**config.mk**
```make
export PLATFORM = sky130hd
export DESIGN_NAME = seq_keyed_time_ordered_queue
export DESIGN_NICKNAME = d
export VERILOG_FILES = /design/src/hw/rtl/stkq_pkg.sv /design/src/hw/rtl/stkq_cell.sv /design/src/hw/rtl/stkq_ctrl.sv /design/src/hw/rtl/seq_keyed_time_ordered_queue.sv
export SDC_FILE = /design/constraint.sdc
export NUM_CORES = 2
export LEC_CHECK = 0
export BUFFER_PORTS_ARGS = -buffer_cell sky130_fd_sc_hd__buf_2
export CAP_MARGIN = 20
export CORE_UTILIZATION = 45
export DETAILED_ROUTE_END_ITERATION = 8
export GPL_TIMING_DRIVEN = 0
export HOLD_SLACK_MARGIN = 0.1
export PLACE_DENSITY = 0.59
export SYNTH_ARGS = -nofsm -noshare
export SYNTH_HDL_FRONTEND = slang
export SYNTH_SLANG_ARGS = --single-unit
```
**constraint.sdc**
```tcl
create_clock -name clock -period 13.85 [get_ports clock]
set_clock_uncertainty 0.1 [all_clocks]
set_input_delay 0 -clock clock [delete_from_list [all_inputs] [get_ports clock]]
set_output_delay 0 -clock clock [all_outputs]
set_load 0.01 [all_outputs]
```
**src/hw/rtl/stkq_pkg.sv**
```systemverilog
// Shared types and codes for the time-ordered sequence queue.
`default_nettype none

package stkq_pkg;

   // Operation codes carried in the request beat
   typedef enum logic [2:0] {
      OP_ADD      = 3'd0,
      OP_REMOVE   = 3'd1,
      OP_LOOKUP   = 3'd2,
      OP_SMALLEST = 3'd3,
      OP_CLEAR    = 3'd4
   } op_type;

   // Status codes returned in the response beat
   typedef enum logic [1:0] {
      STATUS_DONE    = 2'd0,
      STATUS_FULL    = 2'd1,
      STATUS_MISSING = 2'd2
   } status_type;

   // Controller states
   typedef enum logic [1:0] {
      ST_IDLE,
      ST_WALK,
      ST_FINISH
   } state_type;

   // Request beat
   typedef struct packed {
      logic [2:0]  operation;
      logic [31:0] seq_nr;
      logic [31:0] recv_time;
      logic [31:0] payload_tag;
   } req_type;

   // Response beat
   typedef struct packed {
      logic [1:0]  status;
      logic        found;
      logic [31:0] out_seq;
      logic [31:0] out_time;
      logic [31:0] out_payload;
      logic [3:0]  position;
      logic [4:0]  occupancy;
      logic        is_full;
   } rsp_type;

   // One stored packet record
   typedef struct packed {
      logic [31:0] seq_nr;
      logic [31:0] recv_time;
      logic [31:0] payload_tag;
   } entry_type;

   // Command broadcast from the controller to every cell
   typedef struct packed {
      logic      shift;
      entry_type bus;
   } cell_cmd_type;

endpackage

`default_nettype wire

```
**src/hw/rtl/stkq_cell.sv**
```systemverilog
// One storage cell of the queue chain: hold, take the right neighbour, or load the bus.
`default_nettype none

module stkq_cell (
   input  wire                    clock,
   input  stkq_pkg::cell_cmd_type cmd,
   input  wire                    load,
   input  stkq_pkg::entry_type    right,
   output stkq_pkg::entry_type    entry
);
   import stkq_pkg::*;

   entry_type entry_ff;
   entry_type entry_in;

   // Pick the next record: a targeted load wins over the chain shift
   always_comb begin
      priority if (load) begin
         entry_in = cmd.bus;
      end else if (cmd.shift) begin
         entry_in = right;
      end else begin
         entry_in = entry_ff;
      end
   end

   // Payload register, no reset needed
   always_ff @(posedge clock) begin
      entry_ff <= entry_in;
   end

   assign entry = entry_ff;

endmodule

`default_nettype wire

```
**src/hw/rtl/stkq_ctrl.sv**
```systemverilog
// Sequencer that walks the cell chain by rotation and forms each response beat.
`default_nettype none

module stkq_ctrl #(
   parameter int CAPACITY = 16
) (
   input  wire                    clock,
   input  wire                    reset,
   input  wire                    req_valid,
   output logic                   req_ready,
   input  stkq_pkg::req_type      req_payload,
   output logic                   rsp_valid,
   input  wire                    rsp_ready,
   output stkq_pkg::rsp_type      rsp_payload,
   input  stkq_pkg::entry_type    head,
   output stkq_pkg::cell_cmd_type cmd,
   output logic [CAPACITY-1:0]    load_vec
);
   import stkq_pkg::*;

   localparam int IDX_W = (CAPACITY > 1) ? $clog2(CAPACITY) : 1;
   localparam int CNT_W = $clog2(CAPACITY + 1);

   state_type        state_ff,  state_in;
   logic [2:0]       op_ff,     op_in;
   entry_type        key_ff,    key_in;
   logic [CNT_W-1:0] count_ff,  count_in;
   logic [CNT_W-1:0] left_ff,   left_in;
   logic [CNT_W-1:0] pos_ff,    pos_in;
   logic             hit_ff,    hit_in;
   entry_type        hit_ent_ff, hit_ent_in;
   logic [CNT_W-1:0] hit_pos_ff, hit_pos_in;
   logic             placed_ff, placed_in;
   logic             drop_ff,   drop_in;
   logic             rsp_valid_ff, rsp_valid_in;
   rsp_type          rsp_ff,    rsp_in;

   logic [IDX_W-1:0] tail_idx;
   logic [IDX_W-1:0] free_idx;
   logic             rotate;
   logic             insert;
   status_type       status;

   // Tail slot of the live run and first free slot behind it
   assign tail_idx = IDX_W'(count_ff - CNT_W'(1));
   assign free_idx = IDX_W'(count_ff);

   // Next state, walk steps and response forming
   always_comb begin
      state_in     = state_ff;
      op_in        = op_ff;
      key_in       = key_ff;
      count_in     = count_ff;
      left_in      = left_ff;
      pos_in       = pos_ff;
      hit_in       = hit_ff;
      hit_ent_in   = hit_ent_ff;
      hit_pos_in   = hit_pos_ff;
      placed_in    = placed_ff;
      drop_in      = drop_ff;
      rsp_valid_in = rsp_valid_ff;
      rsp_in       = rsp_ff;
      req_ready    = 1'b0;
      rotate       = 1'b0;
      insert       = 1'b0;
      cmd.shift    = 1'b0;
      cmd.bus      = head;
      load_vec     = '0;
      status       = STATUS_DONE;

      // Retire a delivered response beat
      if (rsp_valid_ff && rsp_ready) begin
         rsp_valid_in = 1'b0;
      end

      unique case (state_ff)
         ST_IDLE: begin
            req_ready = 1'b1;
            if (req_valid) begin
               op_in      = req_payload.operation;
               key_in     = '{seq_nr:      req_payload.seq_nr,
                              recv_time:   req_payload.recv_time,
                              payload_tag: req_payload.payload_tag};
               left_in    = count_ff;
               pos_in     = '0;
               hit_in     = 1'b0;
               hit_pos_in = '0;
               placed_in  = 1'b0;
               drop_in    = 1'b0;
               unique case (req_payload.operation)
                  OP_ADD: begin
                     if (count_ff == CNT_W'(CAPACITY)) begin
                        drop_in  = 1'b1;
                        state_in = ST_FINISH;
                     end else begin
                        state_in = ST_WALK;
                     end
                  end
                  OP_REMOVE, OP_LOOKUP, OP_SMALLEST: begin
                     state_in = ST_WALK;
                  end
                  OP_CLEAR: begin
                     count_in = '0;
                     state_in = ST_FINISH;
                  end
                  default: begin
                     state_in = ST_FINISH;
                  end
               endcase
            end
         end

         ST_WALK: begin
            if (left_ff != '0) begin
               // Visit the head record, which is the original entry at pos_ff
               unique case (op_ff)
                  OP_ADD: begin
                     if (!placed_ff && (head.recv_time > key_ff.recv_time)) begin
                        insert = 1'b1;
                     end else begin
                        rotate = 1'b1;
                     end
                  end
                  OP_REMOVE: begin
                     if (!hit_ff && (head.seq_nr == key_ff.seq_nr)) begin
                        // Capture and drop the head; the rest closes up
                        hit_in     = 1'b1;
                        hit_ent_in = head;
                        hit_pos_in = pos_ff;
                        cmd.shift  = 1'b1;
                        count_in   = count_ff - CNT_W'(1);
                        left_in    = left_ff - CNT_W'(1);
                        pos_in     = pos_ff + CNT_W'(1);
                     end else begin
                        rotate = 1'b1;
                     end
                  end
                  OP_LOOKUP: begin
                     if (!hit_ff && (head.seq_nr == key_ff.seq_nr)) begin
                        hit_in     = 1'b1;
                        hit_ent_in = head;
                        hit_pos_in = pos_ff;
                     end
                     rotate = 1'b1;
                  end
                  OP_SMALLEST: begin
                     if (!hit_ff || (head.seq_nr < hit_ent_ff.seq_nr)) begin
                        hit_in     = 1'b1;
                        hit_ent_in = head;
                        hit_pos_in = pos_ff;
                     end
                     rotate = 1'b1;
                  end
                  default: begin
                     rotate = 1'b1;
                  end
               endcase
            end else begin
               // Walk done: append the new record if nothing later took it
               if ((op_ff == OP_ADD) && !placed_ff) begin
                  insert = 1'b1;
               end
               state_in = ST_FINISH;
            end

            // Rotate: head moves to the tail, the chain advances
            if (rotate) begin
               cmd.shift          = 1'b1;
               load_vec[tail_idx] = 1'b1;
               left_in            = left_ff - CNT_W'(1);
               pos_in             = pos_ff + CNT_W'(1);
            end

            // Insert: write the new record behind the tail, hold the chain
            if (insert) begin
               cmd.bus            = key_ff;
               load_vec[free_idx] = 1'b1;
               count_in           = count_ff + CNT_W'(1);
               placed_in          = 1'b1;
            end
         end

         ST_FINISH: begin
            unique case (op_ff)
               OP_ADD: begin
                  status = drop_ff ? STATUS_FULL : STATUS_DONE;
               end
               OP_REMOVE, OP_LOOKUP, OP_SMALLEST: begin
                  status = hit_ff ? STATUS_DONE : STATUS_MISSING;
               end
               default: begin
                  status = STATUS_DONE;
               end
            endcase
            if (!rsp_valid_ff || rsp_ready) begin
               rsp_in.status      = status;
               rsp_in.found       = hit_ff;
               rsp_in.out_seq     = hit_ff ? hit_ent_ff.seq_nr : '0;
               rsp_in.out_time    = hit_ff ? hit_ent_ff.recv_time : '0;
               rsp_in.out_payload = hit_ff ? hit_ent_ff.payload_tag : '0;
               rsp_in.position    = hit_ff ? 4'(hit_pos_ff) : '0;
               rsp_in.occupancy   = 5'(count_ff);
               rsp_in.is_full     = (count_ff == CNT_W'(CAPACITY));
               rsp_valid_in       = 1'b1;
               state_in           = ST_IDLE;
            end
         end

         default: begin
            state_in = ST_IDLE;
         end
      endcase
   end

   // Control registers
   always_ff @(posedge clock) begin
      if (reset) begin
         state_ff     <= ST_IDLE;
         count_ff     <= '0;
         rsp_valid_ff <= 1'b0;
      end else begin
         state_ff     <= state_in;
         count_ff     <= count_in;
         rsp_valid_ff <= rsp_valid_in;
      end
   end

   // Working and response registers
   always_ff @(posedge clock) begin
      op_ff      <= op_in;
      key_ff     <= key_in;
      left_ff    <= left_in;
      pos_ff     <= pos_in;
      hit_ff     <= hit_in;
      hit_ent_ff <= hit_ent_in;
      hit_pos_ff <= hit_pos_in;
      placed_ff  <= placed_in;
      drop_ff    <= drop_in;
      rsp_ff     <= rsp_in;
   end

   assign rsp_valid   = rsp_valid_ff;
   assign rsp_payload = rsp_ff;

endmodule

`default_nettype wire

```
**src/hw/rtl/seq_keyed_time_ordered_queue.sv**
```systemverilog
// Top level of the time-ordered sequence queue: cell chain plus sequencer.
//
//   channel | direction | handshake           | beat
//   req_    | in        | req_valid/req_ready | stkq_pkg::req_type
//   rsp_    | out       | rsp_valid/rsp_ready | stkq_pkg::rsp_type
//
// One request at a time. An add, remove, lookup or smallest request walks every
// stored record; clear, unused codes and an add to a full table skip the walk.
// The walk rotates the cell chain, one record per cycle past the head cell,
// except in the step where an add writes its new record. A pending response
// beat holds while rsp_ready is low, and a finished request waits until that
// beat has gone; the next request is taken as soon as the sequencer is idle again.
// Reset empties the table at once; the cell contents are not cleared.
`default_nettype none

module seq_keyed_time_ordered_queue #(
   parameter int CAPACITY = 16
) (
   input  wire                clock,
   input  wire                reset,
   input  wire                req_valid,
   output logic               req_ready,
   input  stkq_pkg::req_type  req_payload,
   output logic               rsp_valid,
   input  wire                rsp_ready,
   output stkq_pkg::rsp_type  rsp_payload
);
   import stkq_pkg::*;

   cell_cmd_type        cmd;
   logic [CAPACITY-1:0] load_vec;
   entry_type           cell_q [CAPACITY];

   // Sequencer
   stkq_ctrl #(
      .CAPACITY (CAPACITY)
   ) u_ctrl (
      .clock       (clock),
      .reset       (reset),
      .req_valid   (req_valid),
      .req_ready   (req_ready),
      .req_payload (req_payload),
      .rsp_valid   (rsp_valid),
      .rsp_ready   (rsp_ready),
      .rsp_payload (rsp_payload),
      .head        (cell_q[0]),
      .cmd         (cmd),
      .load_vec    (load_vec)
   );

   // Chain of cells, each fed by its right neighbour; the last cell feeds itself
   for (genvar i = 0; i < CAPACITY; i++) begin : g_cell
      if (i == CAPACITY - 1) begin : g_last
         stkq_cell u_cell (
            .clock (clock),
            .cmd   (cmd),
            .load  (load_vec[i]),
            .right (cell_q[i]),
            .entry (cell_q[i])
         );
      end else begin : g_mid
         stkq_cell u_cell (
            .clock (clock),
            .cmd   (cmd),
            .load  (load_vec[i]),
            .right (cell_q[i+1]),
            .entry (cell_q[i])
         );
      end
   end

endmodule

`default_nettype wire

```
==> flow_summary.toml <==
[clock_network]
cts.clk_slew.worst_paths_ns = 0.06
clock_sinks = 1864
cts_htree_levels = 4
numCtsBuffers = 196
cts_resized = 0
clockBufferDepth = 3
cts-root-buf = "clkbuf_16"
insertion_delay_ns = 0.85
cts_tree = "built"

[global_routing]
grt_max_degree = 69
grt_overflow_total = 0
grt_use_total_pct = 22.87
grt_pass1_vias = 40895
grt_first_pass_wirelength_um = 288000
antenna_found_initial = 9

[worst_setup_path]
startpoint_type = "register"
crit_fanout = 51
end_kind = "register"
path_class = "register to register"
arrival_ns = 6.81
critPathLaunch = "g_cell[0].g_mid.u_cell.entry[55]"
timing.rr.start = "g_cell[0].g_mid.u_cell.entry[55]"
required_ns = 14.28

[route]
viasPerCell = 5.440
vias = 40311
ant_nets = 0
wl_um = 200300
post_drt_wl_per_cell_um = 27.03
drt_iter0_drc = 3118
drc = 0
dr.pass1.iters = 5

[logic_synthesis]
synthArstFlopShare_pct = 0
synth.area.top_cells = "edfxtp_1 (71%), mux2_2 (21%), ha_1 (1.2%), and2_1 (0.84%), buf_2 (0.61%)"
avgSynthCellArea_um2 = 18.37
synth_most_common_cell = "edfxtp_1"
ys_top_cells_by_count = "edfxtp_1 (1,856), mux2_2 (1,485), clkbuf_1 (126), and2_1 (105), buf_2 (96)"
ys_warn_count = 0
synth.ff_latch_count = 1864
syn-num-nets = 4443
ys_seq_area_share_pct = 71.30
synth_top_area_share_pct = 71.09
netlist_instances = 4267
synth_top_cell_by_area = "edfxtp_1"
yosys.cell_types.count = 60
synth-main-ff-cell = "edfxtp_1"
syn_area_um2 = 78400
synth_edf_count = 1856

[min_path]
hold_path_class = "primary input to register"
min_from = "req_payload[13]"

[timing]
finalCriticalPeriod_ns = 6.373
tightest_slew_ns = 1.221
setup_viol = 0
min_period_over_period_pct = 46.02
hold-worst-slack_ns = 0.2885
finalHoldViolations = 0
rsz0062_at_grt = "false"
fin_tns_setup_ns = 0
fmax_mhz = 156.9
maxSlewHeadroom_pct = 18.58
slew_viol_final = 0

[layout]
area_delta_synth_final_pct = 17.17
final.fill_count = 13982
nets = 5107
drive_gt1_share_pct = 43.19

[pwr]
pwr-share-seq_pct = 53.0
intPower_w = 0.009738
p_leak_nw = 31.13
swShare_pct = 22.72
combPwrFrac_pct = 6.6
vdd_drop_max_v = 0.0001103
total_power_w = 0.01260
switchingPower_w = 0.002862
pwr-share-clk_pct = 40.4
power.density_nw_per_um2 = 137.2

[floorplan]
initial_core_util_pct = 45.50
fp.coreArea_um2 = 172300
die_y_um = 419.4
dieArea_um2 = 175900
io_pins = 214
dieWidth_um = 419.4
num_rows = 152

[run_status]
run_status = "completed"

[place]
port_buffers = 212
dpl.hpwl_um = 128600
gp_congestion = 0.8075

[run]
drv_cap = 0
critical path, cell delays in order, from the launching register on:
cell and delay [ns]:
edfxtp_1 0.52, ha_1 0.38, nand4_1 0.42, or4_1 0.64
nor3_2 0.15, a211oi_2 0.12, o31ai_2 0.50, nor2_1 0.23
a22oi_2 1.00, buf_2 0.50, buf_2 0.40, nand2_4 0.56
buf_16 0.45
sequential cells by signal (all words and copies together) (netlist names):
register / cells
g_cell.g_last.u_cell.entry: 96
g_cell.g_mid.u_cell.entry: 1440
u_ctrl.count_ff: 5
u_ctrl.drop_ff: 1
u_ctrl.hit_ent_ff: 96
u_ctrl.hit_ff: 1
u_ctrl.hit_pos_ff: 4
u_ctrl.key_ff: 96
u_ctrl.left_ff: 5
u_ctrl.op_ff: 3
u_ctrl.placed_ff: 1
u_ctrl.pos_ff: 4
u_ctrl.rsp_payload: 109
u_ctrl.rsp_valid: 1
u_ctrl.state_ff: 2
power by group through the flow:
stage	Combinational, W	Sequential, W	Clock [W]
after floorplan	0.000434	0.00679	0
after global placement	0.000716	0.00689	0
after detailed placement	0.000797	0.00680	0
after CTS	0.000846	0.00668	0.00520
after global routing	0.000896	0.00670	0.00540
final	0.000837	0.00668	0.00508
cells by family after synthesis:
| group | synth area share, % |
|---|---|
| AND/OR/NAND/NOR | 2.056 |
| multiplexers | 21.67 |
| adder cells (fa/ha/maj) | 1.178 |
| flip-flops | 71.30 |
| AO/OA/AOI/OAI | 1.108 |
| XOR/XNOR | 0.4134 |
| buffers and inverters | 2.279 |
through the flow:
stage | instance area, um^2 | instances | utilization [%] | setup slack (ns)
3_5_place_dp | 83660 | 6836 | 48.55 | 7.418
3_3_place_gp | 82350 | 6789 | 47.79 | 0.3340
2_1_floorplan | 78400 | 4267 | - | 6.503
5_1_grt | 91850 | 7406 | 53.31 | 7.263
4_1_cts | 91850 | 7406 | 53.31 | 7.388
6_report | 91860 | 7410 | 53.31 | 7.477
placed cells by master, fill, tap and decap left out, types with 60 or more instances in the layout:
master	count
inv_1	71
ha_1	73
edfxtp_1	1856
buf_2	308
mux2_2	1485
clkbuf_1	173
nand2_1	60
dlygate4sd3_1	207
and2_1	105
clkbuf_16	198
path summary, 6_finish.rpt:
path,end,slack [ns],cells past startpoint
max,g_cell[4].g_mid.u_cell.entry[20],7.48,12
min,u_ctrl.key_ff[13],0.29,3
max reg2reg,g_cell[4].g_mid.u_cell.entry[20],7.48,12
min reg2reg,u_ctrl.hit_ent_ff[17],0.34,0
final cells by class:
type | instances | area, um^2 | area share [%]
plain buffers | 284 | 1514 | 1.648
inverters | 73 | 279.0 | 0.3037
flip-flops and latches | 1864 | 55890 | 60.85
multi-input cells | 2046 | 20860 | 22.70
clock inverters | 116 | 972.2 | 1.058
repair buffers | 466 | 4297 | 4.677
clock buffers | 247 | 5149 | 5.605
diodes | 4 | 10.01 | 0.01090
well taps | 2310 | 2890 | 3.146
metal layers:
layer  vias up  global-route usage [%]  part of all wire, %
met5         -                       0                    0
met2      1062                   38.13                   49
li1      17902                       -                    -
met4         0                   7.336                  3.0
met1     21078                   30.62                   43
met3       269                   3.607                  5.0
repair_timing:
action	CTS	global route
setup buffers	0	0
setup endpoints to repair	0	0
hold buffers	207	0
hold endpoints to repair	241	0
(Power assumes the default switching activity.)
